File: src/hw/rtl/fnu_pkg.sv
// fnu_pkg: shared types and constants for the face normal unit.
// Depends on nothing.
`timescale 1ns / 1ps
package fnu_pkg;
    localparam int MAG_BITS  = 30;  // normalised magnitudes lie in [0, 2^30)
    localparam int SUM_BITS  = 62;  // sum of three squares
    localparam int ROOT_BITS = 31;  // floor(sqrt(sum))
    localparam int NUM_BITS  = 45;  // m * 2^14 + r/2
    localparam int Q_BITS    = 15;  // quotient, at most 16384

    // square root cell payload
    typedef struct packed {
        logic [SUM_BITS-1:0]  rem;
        logic [ROOT_BITS-1:0] root;
    } sqrt_st_t;

    // division cell payload, one per component
    typedef struct packed {
        logic [NUM_BITS-1:0] rem;
        logic [Q_BITS-1:0]   quo;
    } div_st_t;

    // side data riding along the cells
    typedef struct packed {
        logic [2:0]          neg;
        logic                degen;
        logic [MAG_BITS-1:0] m_x;
        logic [MAG_BITS-1:0] m_y;
        logic [MAG_BITS-1:0] m_z;
    } side_t;
endpackage

File: src/hw/rtl/fnu_sqrt_cell.sv
// fnu_sqrt_cell: one restoring square-root step (one root bit) with a register.
// Depends on fnu_pkg.
`timescale 1ns / 1ps
module fnu_sqrt_cell #(
    parameter int BIT_POS = 30
) (
    input  logic             aclk,
    input  logic             en,
    input  fnu_pkg::sqrt_st_t st_in,
    input  fnu_pkg::side_t    side_in,
    output fnu_pkg::sqrt_st_t st_out,
    output fnu_pkg::side_t    side_out
);
    import fnu_pkg::*;

    logic [SUM_BITS+1:0] trial;
    logic [SUM_BITS+1:0] rem_w;
    sqrt_st_t st_next;

    // trial = (2*root + 2^b) * 2^b; root bits below b are zero
    always_comb begin
        trial = ({{(SUM_BITS+2-ROOT_BITS){1'b0}}, st_in.root} << (BIT_POS + 1))
              + ({{(SUM_BITS+1){1'b0}}, 1'b1} << (2 * BIT_POS));
        rem_w = {2'b00, st_in.rem};
        st_next = st_in;
        if (rem_w >= trial) begin
            st_next.rem  = SUM_BITS'(rem_w - trial);
            st_next.root = st_in.root | (ROOT_BITS'(1) << BIT_POS);
        end
    end

    always_ff @(posedge aclk) begin
        if (en) begin
            st_out   <= st_next;
            side_out <= side_in;
        end
    end
endmodule

File: config.mk
export PLATFORM = sky130hd
export DESIGN_NAME = fnu_sqrt_cell
export DESIGN_NICKNAME = d
export VERILOG_FILES = /design/src/hw/rtl/fnu_pkg.sv /design/src/hw/rtl/fnu_sqrt_cell.sv
export SDC_FILE = /design/constraint.sdc
export NUM_CORES = 1
export LEC_CHECK = 0
export ABC_CLOCK_PERIOD_IN_PS = 5900
export BUFFER_PORTS_ARGS = -buffer_cell sky130_fd_sc_hd__buf_2
export CORE_AREA = 3 3 147 149
export DETAILED_ROUTE_END_ITERATION = 6
export DIE_AREA = 0 0 150 152
export PLACE_DENSITY = 0.71
export SLEW_MARGIN = 40
export SYNTH_ARGS = -nofsm -noshare
export SYNTH_HDL_FRONTEND = slang
export SYNTH_SLANG_ARGS = --single-unit
File: constraint.sdc
create_clock -name aclk -period 5.9 [get_ports aclk]
set_clock_uncertainty 0.2 [all_clocks]
set_input_delay 1.77 -clock aclk [delete_from_list [all_inputs] [get_ports aclk]]
set_output_delay 1.77 -clock aclk [all_outputs]
set_load 0.01 [all_outputs]
Word-level counts from Yosys, hierarchy flattened
Cells that the tools add are included.

word-level totals
  register bits = 187
  output and inout bits = 187
  logic and storage cells = 12

cells by class
  $add $sub $neg = 2
  $lt $le $gt $ge = 1
  mux-type cells = 1

operators with widths
  kind                                             number
  two-way mux 93 bit                               1
  adder 62 x 61 -> 63 bit (second input constant)  1
  greater-or-equal comparator 62 x 63 -> 1 bit     1
  subtractor 62 bit                                1

Longest topological paths before layout
  depth after elaboration = 3
  depth in mapped cells = 13
  mapped depth without buffers = 12

Worst setup path after synthesis
OpenSTA, ideal clock, no wires.

  kind = input port to flip-flop
  start point = input port st_in[62] (netlist name)
  end point = register st_out[64] (netlist name) (data pin)
  setup time = 0.260 ns
  arrival time = 4.464 ns
  data required time = 5.440 ns
  setup slack = 0.976 ns
  cell stages on the path = 13
  buffers on the path = 1
  cells stage by stage = inv_1 > ha_1 > inv_1 > fa_1 > a211o_1 > a21oi_2 > o211ai_2 > a31o_2 > a31oi_4 > o21ai_2 > a311o_2 > buf_6 > mux2_4

RTL lines
  what                  line                 text
  start, declared       fnu_sqrt_cell.sv:9   input fnu_pkg::sqrt_st_t st_in,
  end signal, assigned  fnu_sqrt_cell.sv:34  st_out <= st_next;
  end, declared         fnu_sqrt_cell.sv:11  output fnu_pkg::sqrt_st_t st_out,

==> flow_summary.toml <==
[logic_synthesis]
synth_top_family_by_area = "compound AO/OA/AOI/OAI gates"
muxShareOfSynthArea_pct = 5.52
synthXorXnorAreaFrac_pct = 2.81
syn_area_um2 = 8110
synthArstFlopShare_pct = 0
synth_top_area_share_pct = 69.3
ys.flop_type = "edfxtp_1"
synthTopCellsByArea = "edfxtp_1, mux2_4, ha_1, a21o_1, inv_1"
ys_ff_latch = 187
synth-compound-area-share_pct = 8.81
synthSimpleGateAreaFrac_pct = 5.91
synth.avg_cell_area_um2 = 15.6
yosysWarnings = 0
synthTopCellsByCount = "edfxtp_1, inv_1, ha_1"
yosysMostFrequentCell = "edfxtp_1"
syn_nets = 743
yosysTopAreaCell = "edfxtp_1"
synth.distinct_cells = 51
yosys.area_share.adder_pct = 5.19
synth-edff-count = 187
netlist_instances = 521
ys_seq_area_share_pct = 69.3

[worst_hold_path]
min_path_cells = 1
worstHoldPathType = "in -> reg"

[placement]
gp_congestion = 0.891
dp_hpwl_mm = 18.7
io_buffers = 375

[sta]
slew_violations = 0
min_period_ns = 5.04
slew_headroom_pct = 62.5
worstMarginPinSlew_ns = 0.555
min_period_over_period_pct = 85.4
hold_viol_final = 0
fmax_mhz = 198
whs_ns = 1.31
setup_tns_ns = 0
rsz0062_at_grt = "no"
finalSetupViolations = 0

[outcome]
status = "finished, final reports clean"

[cts]
htree_num_levels = 4
cts_setup_buffers = 0
numCtsBuffers = 17
cts_tree = "done"
cts_hold_buf = 0
clkTransAtPathRegs_ns = 0.08
clockBufferDepth = 2
cts_resized = 0
cts.sinks = 187
root_buffer = "clkbuf_16"

[power_and_ir_drop]
p_leak_nw = 4.92
power.density_nw_per_um2 = 313
ir_drop_mv = 0.181

[worst_setup_path]
crit_fanout = 22
crit_type = "in -> reg"
end_kind = "flop"
crit_cells = 14
path_delay_family = "compound AO/OA/AOI/OAI gates"
slowest_delay_ns = 0.57
crit_buf_inv = 4
crit_required_ns = 5.87
cpMostUsedCell = "inv_1"
arrival_ns = 5.01
worst_setup_path_start_kind = "input port"
slowest_stage = "a311o_2"
path_cells = "buf_2 -> inv_1 -> ha_1 -> inv_1 -> fa_1 -> a211o_1 -> a21oi_2 -> o211ai_2 -> a31o_2 -> a31oi_4 -> o21ai_2 -> a311o_2 -> buf_12 -> mux2_4"

[routing]
vias = 5845
dr.pass1.iters = 4
drt-vias-per-instance = 4.90
drcViolationCount = 0
drt-initial-drc-count = 274
antenna_left = 0
wirelength_mm = 23.7
wire_per_inst_um = 19.8

[job]
maxCapViolCount = 0

[layout]
multi_input_area_um2 = 2290
area_growth_pct = 35.1
layout-drive-gt1-share_pct = 48.5
fin_nets = 1129
register_area_um2 = 5620
fillerInstances = 1739
fin_util_pct = 54.0

[grt]
first_global_vias = 5862
track_usage_pct = 20.2
overflow = 0
antenna_found_initial = 3
grt_max_degree = 117
grt_pass1_wl_mm = 34.7

[floorplanning]
die_height_um = 152
fp.dieW_um = 150
dieArea_um2 = 22800
rows = 52
initial_core_util_pct = 39.9
core_um2 = 20300
io_pins = 376
==> layout by cell type, fill, tap and decap left out, types with 9 or more instances in the layout <==
cell / count
buf_2: 374
edfxtp_1: 187
inv_1: 37
ha_1: 32
mux2_4: 27
a21o_1: 25
a21oi_1: 25
nor2_1: 21
nand2_1: 19
clkbuf_16: 18
o21ai_0: 14
xnor2_1: 14
xor2_1: 12
nand3_1: 10
nor4_1: 9
==> layer usage <==
layer / share of wire (%) / global-route usage, % / routed length [um]
met5: 0 / 0 / 0
met4: 4.2 / 10.2 / 994
met2: 50 / 34.3 / 11900
met3: 7.8 / 5.57 / 1840
met1: 38 / 23.3 / 8970
==> metrics by stage <==
step                area [um2]  cells  power, mW  setup slack (ns)
floorplan                 8110    521       1.99             0.976
global placement         10300   1158       2.26             0.462
detailed placement       10300   1158       2.27             0.423
CTS                      10900   1190       3.46             0.874
global route             11000   1193       3.59             0.717
finish                   11000   1193       3.43             0.862
==> report_power, final <==
part           internal (mW)  leakage [nW]  total [mW]  switching [mW]
Combinational          0.276          2.79       0.616           0.340
Sequential              1.60          1.83        1.63          0.0264
Clock                  0.592         0.299        1.19           0.599
Total                   2.47          4.92        3.43           0.966
==> flip-flops by register name, summed over array words and instances, names as in the netlist <==
signal	count
st_out	93
side_out	94
==> final timing paths <==
| check | start | to | slack [ns] |
|---|---|---|---|
| worst min-delay path | side_in[18] | side_out[18]$_DFFE_PP_ | 1.31 |
| worst max-delay path | st_in[62] | st_out[91]$_DFFE_PP_ | 0.86 |
==> cell type report <==
cell class / count / share of cell area [%]
Antenna cell: 3 / 0.0685
Clock buffer: 17 / 3.88
Clock inverter: 15 / 1.80
Inverter: 37 / 1.27
Multi-Input combinational cell: 286 / 20.9
Sequential cell: 187 / 51.3
Tap cell: 270 / 3.08
Timing Repair Buffer: 378 / 17.7
==> kinds of logic (layout without fill, tap and decap cells) <==
family	count (synthesis)	count (layout)
flops	187	187
compound gates	102	102
simple gates	94	94
buf+inv	48	447
fa+ha+maj	33	33
mux	31	31
xor+xnor	26	26
other cells	0	3
Power figures use the tool's default switching activity.
